### src/sv/assert_macros.svh
// assertion helpers, sampled on clk_i and held off during reset
`ifndef ASSERT_MACROS_SVH
`define ASSERT_MACROS_SVH

`define KT_ASSERT(lbl, prop, msg) \
  lbl: assert property (@(posedge clk_i) disable iff (!rst_ni) (prop)) else $error(msg);

`define KT_ASSERT_NEVER(lbl, expr, msg) \
  lbl: assert property (@(posedge clk_i) disable iff (!rst_ni) !(expr)) else $error(msg);

`endif

### src/sv/ktpc_pkg.sv
package ktpc_pkg;

  localparam int unsigned MAX_SAMPLES_DEF  = 1024;
  localparam int unsigned SAMPLE_WIDTH_DEF = 32;

  localparam int unsigned DATA_W    = 32;
  localparam int unsigned CNT_OUT_W = 19;
  localparam int unsigned TOTAL_W   = 11;
  localparam int unsigned TAU_W     = 32;
  localparam int unsigned FRAC_BITS = 30;
  localparam int unsigned QUO_W     = FRAC_BITS + 1;

  typedef struct packed {
    logic load;
    logic close;
    logic walk_step;
    logic div_start;
    logic out_load;
  } ktpc_cmd_t;

  typedef struct packed {
    logic has_sample;
    logic walk_last;
    logic div_done;
    logic out_busy;
  } ktpc_status_t;

endpackage

### src/sv/ktpc_ctrl.sv
`include "assert_macros.svh"

module ktpc_ctrl import ktpc_pkg::*; (
  input  logic         clk_i,
  input  logic         rst_ni,
  input  logic         in_valid_i,
  input  logic         last_i,
  output logic         in_ready_o,
  input  ktpc_status_t status_i,
  output ktpc_cmd_t    cmd_o
);

  localparam logic [2:0] S_LOAD  = 3'd0;
  localparam logic [2:0] S_WALK  = 3'd1;
  localparam logic [2:0] S_DRAIN = 3'd2;
  localparam logic [2:0] S_PREP  = 3'd3;
  localparam logic [2:0] S_DIV   = 3'd4;
  localparam logic [2:0] S_OUT   = 3'd5;

  logic [2:0] state_q, state_d;
  logic       accept;

  assign in_ready_o = state_q == S_LOAD;
  assign accept     = in_valid_i && in_ready_o;

  always_comb begin
    state_d = state_q;
    cmd_o   = '0;
    case (state_q)
      S_LOAD: begin
        if (accept) begin
          cmd_o.load = 1'b1;
          if (last_i) begin
            cmd_o.close = 1'b1;
            // a set whose closing sample is its only one skips the walk
            state_d = status_i.has_sample ? S_WALK : S_OUT;
          end
        end
      end
      S_WALK: begin
        cmd_o.walk_step = 1'b1;
        if (status_i.walk_last) begin
          state_d = S_DRAIN;
        end
      end
      S_DRAIN: begin
        state_d = S_PREP;
      end
      S_PREP: begin
        cmd_o.div_start = 1'b1;
        state_d = S_DIV;
      end
      S_DIV: begin
        if (status_i.div_done) begin
          state_d = S_OUT;
        end
      end
      S_OUT: begin
        if (!status_i.out_busy) begin
          cmd_o.out_load = 1'b1;
          state_d = S_LOAD;
        end
      end
      default: begin
        state_d = S_LOAD;
      end
    endcase
  end

  always_ff @(posedge clk_i or negedge rst_ni) begin
    if (!rst_ni) begin
      state_q <= S_LOAD;
    end else begin
      state_q <= state_d;
    end
  end

  `KT_ASSERT(a_div_after_walk, cmd_o.div_start |-> ($past(state_q) == S_DRAIN), "divide not preceded by drain")

endmodule
### config.mk
export PLATFORM = sky130hd
export DESIGN_NAME = ktpc_ctrl
export DESIGN_NICKNAME = d
export VERILOG_FILES = /design/src/sv/ktpc_pkg.sv /design/src/sv/ktpc_ctrl.sv
export VERILOG_INCLUDE_DIRS = /design/src /design/src/sv
export SDC_FILE = /design/constraint.sdc
export NUM_CORES = 1
export LEC_CHECK = 0
export ABC_AREA = 1
export CAP_MARGIN = 30
export CORE_AREA = 3 3 40 42
export DETAILED_ROUTE_END_ITERATION = 10
export DIE_AREA = 0 0 43 45
export DONT_BUFFER_PORTS = 1
export PLACE_DENSITY = 0.34
export SLEW_MARGIN = 20
export SYNTH_ARGS = -nofsm -noshare
export SYNTH_HDL_FRONTEND = slang
export SYNTH_SLANG_ARGS = --single-unit
### constraint.sdc
create_clock -name clk_i -period 1.1 [get_ports clk_i]
set_input_delay 0.165 -clock clk_i [delete_from_list [all_inputs] [get_ports clk_i]]
set_output_delay 0.165 -clock clk_i [all_outputs]
set_load 0.01 [all_outputs]
After elaboration in Yosys (flattened, before gate mapping) --
Cells that the tools add are included.
Storage, ports and cells: flip-flop bits (word level) 3
Cells by class: eq/ne operators 10, mux-type cells 14, reductions and logical operators 3
Operators with widths (number):
- $mux 3 | 6
- $pmux 3 s6 | 1
- $ne 2x2->1 const B | 4
- $eq 3x2->1 const B | 2
- $eq 3x3->1 const B | 2
- $mux 1 | 5
- $reduce_and 5->1 | 1
- $mux 2 | 2
- $eq 3x1->1 const B | 1
- $logic_not 3->1 | 1
- $ne 2x1->1 const B | 1
- $logic_and 1x1->1 | 1

Depth between registers and ports, before layout --
Gate-level depths: netlist of run 1.
depth after elaboration 4, mapped depth 7, mapped depth without buffers 7

Worst setup path after synthesis of run 1 --
OpenSTA, ideal clock, no wires.
kind flip-flop to output port, from register state_q[0], to output port cmd_o[3] in the netlist's numbering, data arrival time 900 ps, slack 35 ps, stages on the path, launching flop included 4, path buffers 0, cells stage by stage dfrtp_1 nor2_2 nand2_1 nor2_1
RTL lines:
- from (decl) | RTL line ktpc_ctrl.sv:20 | logic [2:0] state_q, state_d;
- from (signal assigned) | RTL line ktpc_ctrl.sv:74 | state_q <= state_d;
- to (decl) | RTL line ktpc_ctrl.sv:10 | output ktpc_cmd_t cmd_o

Worst setup path after layout of run 1 --
from register state_q[1], to register state_q[0]
On the way: longest elaborated chain between the ends 4, elaborated cells between the ends (all ways) 14, those cells by class eq/ne: 10; mux: 1; reduce/logical: 3
Ends and longest elaborated chain:
- $logic_not 3->1 | RTL line ktpc_ctrl.sv:23, ktpc_ctrl.sv:29
- $logic_and 1x1->1 | RTL line ktpc_ctrl.sv:24 | assign accept = in_valid_i && in_ready_o;
- $ne 2x1->1 (no line)
- $reduce_and 5->1 (no line)
Several ways; a longest one is shown, not always the timed one. A chain may end at the register's enable or synchronous reset.

==> results.json, run 1 <==
{
  "post_synth_num_cell_types": 16,
  "die_area_mm2": 0.00194,
  "yosys_warnings": 0,
  "reg2reg_to": "state_q[0]",
  "grt_antenna_before_repair": 0,
  "synth_top_family_by_area": "simple AND/OR/NAND/NOR gates",
  "fin_skew_ns": 0.00281,
  "synth_edf_count": 0,
  "post_synth_main_area_contributors": "sky130_fd_sc_hd__dfrtp_1 (30%), sky130_fd_sc_hd__nand2_1 (11%), sky130_fd_sc_hd__inv_1 (9.1%)",
  "grt_setup_unrepaired": "yes",
  "vdd_ir_drop_max_v": 0.000836,
  "num_antenna_cells": 0,
  "register_containing_the_most_flip_flops_in_the_final_layout": "state_q",
  "via_count_of_the_first_global_routing_pass": 391,
  "slew_violations": 0,
  "synth_async_sr_flop_share_pct": 100,
  "hold_slack_ns": 0.180,
  "top_level_ports": 14,
  "globalplace.congestion": 0.825,
  "core_area_mm2": 0.00128,
  "timing.final.crit_share_pct": 114,
  "cap_violations": 0,
  "max-clock-path-buffers": 2,
  "number_of_cells_on_the_worst_reg_to_reg_path": 7,
  "detailedPlacementHpwl_um": 584,
  "instances_no_fill": 72,
  "count_of_fill_cells_added_during_filler_insertion": 142,
  "fraction_of_synthesized_area_in_multiplexers_pct": 0,
  "endpoint_kind": "register",
  "cts_tree": "yes",
  "design.final.nets": 66,
  "final_core_util_pct": 37.3,
  "yosysSeqAreaShare_pct": 30.3,
  "worst_ep_required_time_ns": 1.21,
  "first_pass_iters": 1,
  "cts_buffers": 3,
  "min-delay-path-class": "in2async",
  "pre_cts_slack_ns": -0.0373,
  "antenna_left": 0,
  "ctsHtreeMaxLevel": 1,
  "finalHoldViolations": 0,
  "global_route.usage.total_pct": 11.1,
  "synth-adder-area-share_pct": 0,
  "timing.slew.headroom_pct": 85.3,
  "grt_pass1_wl_mm": 1.50,
  "criticalPathCategory": "reg2reg",
  "fin_ws_ns": -0.153,
  "route.detailed.drc": 0,
  "crit-reg2reg-launch": "state_q[1]",
  "grt_remaining_overflow": 0,
  "reg_top3": "state_q (3)",
  "clkTransAtPathRegs_ns": 0.04,
  "post_syn_instances": 39,
  "total_power_after_layout_mw": 1.46,
  "numPlacedInstances": 59,
  "largest_register_ffs": 3,
  "die-width_um": 43,
  "critPathMaxFanout": 4,
  "multi_input_comb_area_um2": 209,
  "maximum_number_of_pins_on_one_net_before_global_route_repair": 8,
  "via_per_inst": 4.51,
  "violations": "setup timing",
  "synth_flop_cell": "sky130_fd_sc_hd__dfrtp_1",
  "synth_compound_area_share_pct": 9.60,
  "commonest_cells_in_the_synthesized_netlist": "sky130_fd_sc_hd__nand2_1 (7), sky130_fd_sc_hd__inv_1 (6), sky130_fd_sc_hd__nor2_1 (5)",
  "worstMarginPinSlew_ns": 0.218,
  "clock_root_buffer": "sky130_fd_sc_hd__clkbuf_4",
  "final_layout_size_suffix_gt1_share_pct": 61.4,
  "critical_path.startpoint": "state_q[1]",
  "setup.worst_path.end": "state_q[0]",
  "critPathLaunchType": "register",
  "drt_wl_total_um": 839,
  "route.detailed.wl_per_inst_um": 11.7,
  "port_buffers": 0,
  "layout.area.seq_um2": 77.6,
  "post-synth-top-count-cell": "sky130_fd_sc_hd__nand2_1",
  "postSynthAreaPerCell_um2": 6.35,
  "worst-r2r-setup-slack_ns": -0.15,
  "layout-area-overhead-vs-synth_pct": 93.4,
  "drt_first_iter_violations": 0,
  "vias": 325,
  "clock.fmax_ghz": 0.798,
  "syn_nets": 47,
  "period_minus_slack_ns": 1.25,
  "setup_viol": 9,
  "fp-row-count": 13,
  "initial_utilization_pct": 19.3,
  "cts_num_sinks": 3,
  "status": "finished with violations",
  "synth-xor-area-share_pct": 0,
  "cp_data_arrival_time_ns": 1.36,
  "yosys.area.top_type_share_pct": 30.3,
  "power-per-cell-area_mw_per_mm2": 3050,
  "post_synthesis_share_of_cell_area_spent_on_and_or_nand_and_nor_gates_pct": 48.0,
  "leakage_nw": 0.238,
  "fp.dieH_um": 45,
  "synth_seq_cells": 3,
  "clk-insertion-delay-late_ns": 0.23,
  "mappedNetlistArea_um2": 248,
  "top_cell_type_by_total_area_after_synthesis": "sky130_fd_sc_hd__dfrtp_1"
}
==> cell type report <==
cell class	instances	area share [%]
multi-input cells	28	43.6
flip-flops and latches	3	16.2
repair buffers	14	24.0
clock buffers	4	5.48
well taps	15	3.92
inverters	8	6.79
==> placed cells by master (no fill, tap or decap), types with 2 or more instances in the layout <==
cell	Yosys	routed
sky130_fd_sc_hd__nor2_4	0	3
sky130_fd_sc_hd__inv_2	2	3
sky130_fd_sc_hd__nand2_1	7	6
sky130_fd_sc_hd__dfrtp_2	0	2
sky130_fd_sc_hd__inv_1	6	4
sky130_fd_sc_hd__buf_6	0	2
sky130_fd_sc_hd__nor3_2	0	2
sky130_fd_sc_hd__clkbuf_4	0	3
sky130_fd_sc_hd__nand2_4	0	3
sky130_fd_sc_hd__buf_4	0	11
sky130_fd_sc_hd__nor2_1	5	3
==> where the power goes <==
group / leakage, nW / total [mW] / switching [mW] / internal, mW
Clock: 0.0150 / 0.194 / 0.0580 / 0.136
Sequential: 0.0351 / 0.241 / 0.0726 / 0.168
Combinational: 0.188 / 1.02 / 0.547 / 0.478
==> cells by family (layout without fill, tap and decap cells) <==
logic type | after synthesis | in the layout
buffers and inverters | 8 | 26
AND/OR/NAND/NOR | 24 | 24
AO/OA/AOI/OAI | 4 | 4
flip-flops | 3 | 3
==> stage by stage <==
stage / cell area (um2) / setup TNS, ns
floorplan: 248 / 0
global placement: 304 / -0.0497
CTS: 454 / -0.965
global route: 479 / -1.57
detailed placement: 304 / -0.0920
finish: 479 / -0.881
==> layer usage <==
layer  GRT usage [%]  vias up  wire length, um
met3            4.78        4               85
met4            13.9        0               31
met2            19.8       18              444
li1                -      159                -
met5               0        -                0
met1            7.79      144              278
==> repair_timing <==
item                       4_1_cts  5_1_grt
pin swaps                        6        4
setup endpoints to repair        7        9
cloned                           0        0
gates resized for setup         19        2
setup buffers                    6        2
hold buffers                     1        0
hold endpoints to repair         3        0
==> worst max-delay path, cell delays in order (launching register included) <==
cell and delay (ns):
sky130_fd_sc_hd__dfrtp_2 0.44, sky130_fd_sc_hd__buf_4 0.17, sky130_fd_sc_hd__inv_1 0.06, sky130_fd_sc_hd__nand4_1 0.17, sky130_fd_sc_hd__nand2_4 0.12, sky130_fd_sc_hd__nor2_1 0.06, sky130_fd_sc_hd__nand2_1 0.05, sky130_fd_sc_hd__nand2_1 0.06
==> worst min-delay path by stage <==
| stage | start | end | slack (ns) | depth (start not counted) |
|---|---|---|---|---|
| floorplan | rst_ni | state_q[0] | -0.13 | 0 |
| global placement | rst_ni | state_q[1] | -0.13 | 0 |
| detailed placement | rst_ni | state_q[0] | -0.13 | 0 |
| CTS | status_i[1] | state_q[2] | 0.15 | 3 |
| global route | rst_ni | state_q[1] | 0.18 | 1 |
| finish | rst_ni | state_q[1] | 0.18 | 1 |
Note: power is estimated with default switching activity, not from simulation.
==> run 2, diff against run 1 <==
- clock period: 1.1 -> 1.52 ns (I/O delays scaled with it)
==> results.json, run 2 (synthesized netlist as in run 1, its figures left out) <==
{
  "status": "complete, no violations",
  "critPathLaunchType": "register",
  "most_frequent_cells_in_the_layout": "sky130_fd_sc_hd__nand2_1 (7), sky130_fd_sc_hd__inv_1 (6), sky130_fd_sc_hd__nor2_1 (4)",
  "cap_violations": 0,
  "worst_ep_required_time_ns": 1.29,
  "antenna_left": 0,
  "num_antenna_cells": 0,
  "endpoint_kind": "output port",
  "leakage_nw": 0.170,
  "count_of_fill_cells_added_during_filler_insertion": 148,
  "reg_top3": "state_q (3)",
  "cp_data_arrival_time_ns": 1.19,
  "total_power_after_layout_mw": 0.680,
  "fp.dieH_um": 45,
  "final_core_util_pct": 24.8,
  "vias": 257,
  "pre_cts_slack_ns": 0.278,
  "design.final.nets": 54,
  "detailedPlacementHpwl_um": 490,
  "largest_register_ffs": 3,
  "route.detailed.drc": 0,
  "ctsHtreeMaxLevel": 1,
  "global_route.usage.total_pct": 7.67,
  "grt_setup_unrepaired": "no",
  "top_level_ports": 14,
  "hold_slack_ns": 0.202,
  "globalplace.congestion": 0.707,
  "grt_pass1_wl_mm": 1.06,
  "min-delay-path-class": "in2reg",
  "clk-insertion-delay-late_ns": 0.23,
  "drt_first_iter_violations": 4,
  "power_report.internal_total_mw": 0.341,
  "clock.fmax_ghz": 0.705,
  "finalHoldViolations": 0,
  "period_minus_slack_ns": 1.42,
  "clkTransAtPathRegs_ns": 0.04,
  "grt_antenna_before_repair": 0,
  "die_area_mm2": 0.00194,
  "total_switching_power_mw": 0.339,
  "cts_buffers": 3,
  "share_seq_of_total_power_pct": 27.3,
  "clock_root_buffer": "sky130_fd_sc_hd__clkbuf_4",
  "multi_input_comb_area_um2": 150,
  "fin_ws_ns": 0.101,
  "cts_tree": "yes",
  "first_pass_iters": 2,
  "pwr-share-clk_pct": 20.6,
  "slew_violations": 0,
  "layout-area-overhead-vs-synth_pct": 28.8,
  "most_common_cell_after_layout_fill_and_taps_aside": "sky130_fd_sc_hd__nand2_1",
  "initial_utilization_pct": 19.3,
  "fin_skew_ns": 0.000326,
  "port_buffers": 0,
  "worstMarginPinSlew_ns": 0.368,
  "critPathMaxFanout": 7,
  "via_count_of_the_first_global_routing_pass": 272,
  "maximum_number_of_pins_on_one_net_before_global_route_repair": 8,
  "route.detailed.wl_per_inst_um": 10.4,
  "drt_wl_total_um": 624,
  "final_layout_size_suffix_gt1_share_pct": 31.1,
  "layout.area.seq_um2": 76.3,
  "power-per-cell-area_mw_per_mm2": 2130,
  "timing.slew.headroom_pct": 75.3,
  "max-clock-path-buffers": 2,
  "cts_num_sinks": 3,
  "totalNegativeSetupSlack_ns": 0,
  "criticalPathCategory": "reg2out",
  "grt_remaining_overflow": 0,
  "vdd_ir_drop_max_v": 0.000718,
  "register_containing_the_most_flip_flops_in_the_final_layout": "state_q",
  "via_per_inst": 4.28,
  "switching_share_pct": 49.8,
  "comb_power_share_pct": 52.1,
  "timing.final.crit_share_pct": 93.3,
  "die-width_um": 43,
  "fp-row-count": 13,
  "core_area_mm2": 0.00128,
  "setup_viol": 0
}
run 2: cell types whose count changed in the layout (fill, tap and decap cells not counted), sizes merged:
cell | before | now
buf | 13 | 1
run 2: final timing paths:
path / startpoint / end / slack [ns] / depth (start not counted)
min reg2reg: state_q[0] / state_q[0] / 0.63 / 3
max: state_q[1] / cmd_o[3] / 0.10 / 3
min: status_i[1] / state_q[2] / 0.20 / 3
min in group asynchronous: rst_ni / state_q[0] / 0.24 / 1
max in group asynchronous: rst_ni / state_q[0] / 1.13 / 1
max reg2reg: state_q[1] / state_q[0] / 0.43 / 6
run 2: area by class of cell:
class,count,share of cell area [%]
tap,15,5.88
inverter,8,9.41
clock buffer,4,8.24
sequential,3,23.9
timing repair buffer,2,5.49
multi-input combinational,28,47.1
run 2: critical path, stage by stage (launching register included):
cell and delay (ns):
sky130_fd_sc_hd__dfrtp_1 0.46, sky130_fd_sc_hd__nor2_4 0.18, sky130_fd_sc_hd__nand2_1 0.12, sky130_fd_sc_hd__nor2_1 0.20
run 2: power by group through the flow:
stage          Clock [mW]  Combinational, mW  Sequential (mW)
6_report            0.140              0.354            0.186
5_1_grt             0.154              0.419            0.192
4_1_cts             0.149              0.353            0.176
3_5_place_dp            0              0.349            0.176
3_3_place_gp            0              0.354            0.177
2_1_floorplan           0              0.289            0.163
run 2: through the flow:
step,instance area [um2],instances
6_report,319,60
5_1_grt,319,60
4_1_cts,310,60
3_5_place_dp,274,55
3_3_place_gp,274,55
2_1_floorplan,248,39
run 2: timing repair:
item,4_1_cts,5_1_grt
endpoints found under the setup margin,0,2
hold buffers,1,0
hold endpoints to repair,3,0
buffers inserted,0,0
resized for setup,0,3
run 2: metal layers:
layer	vias up	global-route usage, %	share of wire [%]
met5	-	0	0
met4	0	9.04	3.0
met3	2	1.59	8.7
met2	14	9.88	39
met1	105	9.69	49
li1	136	-	-
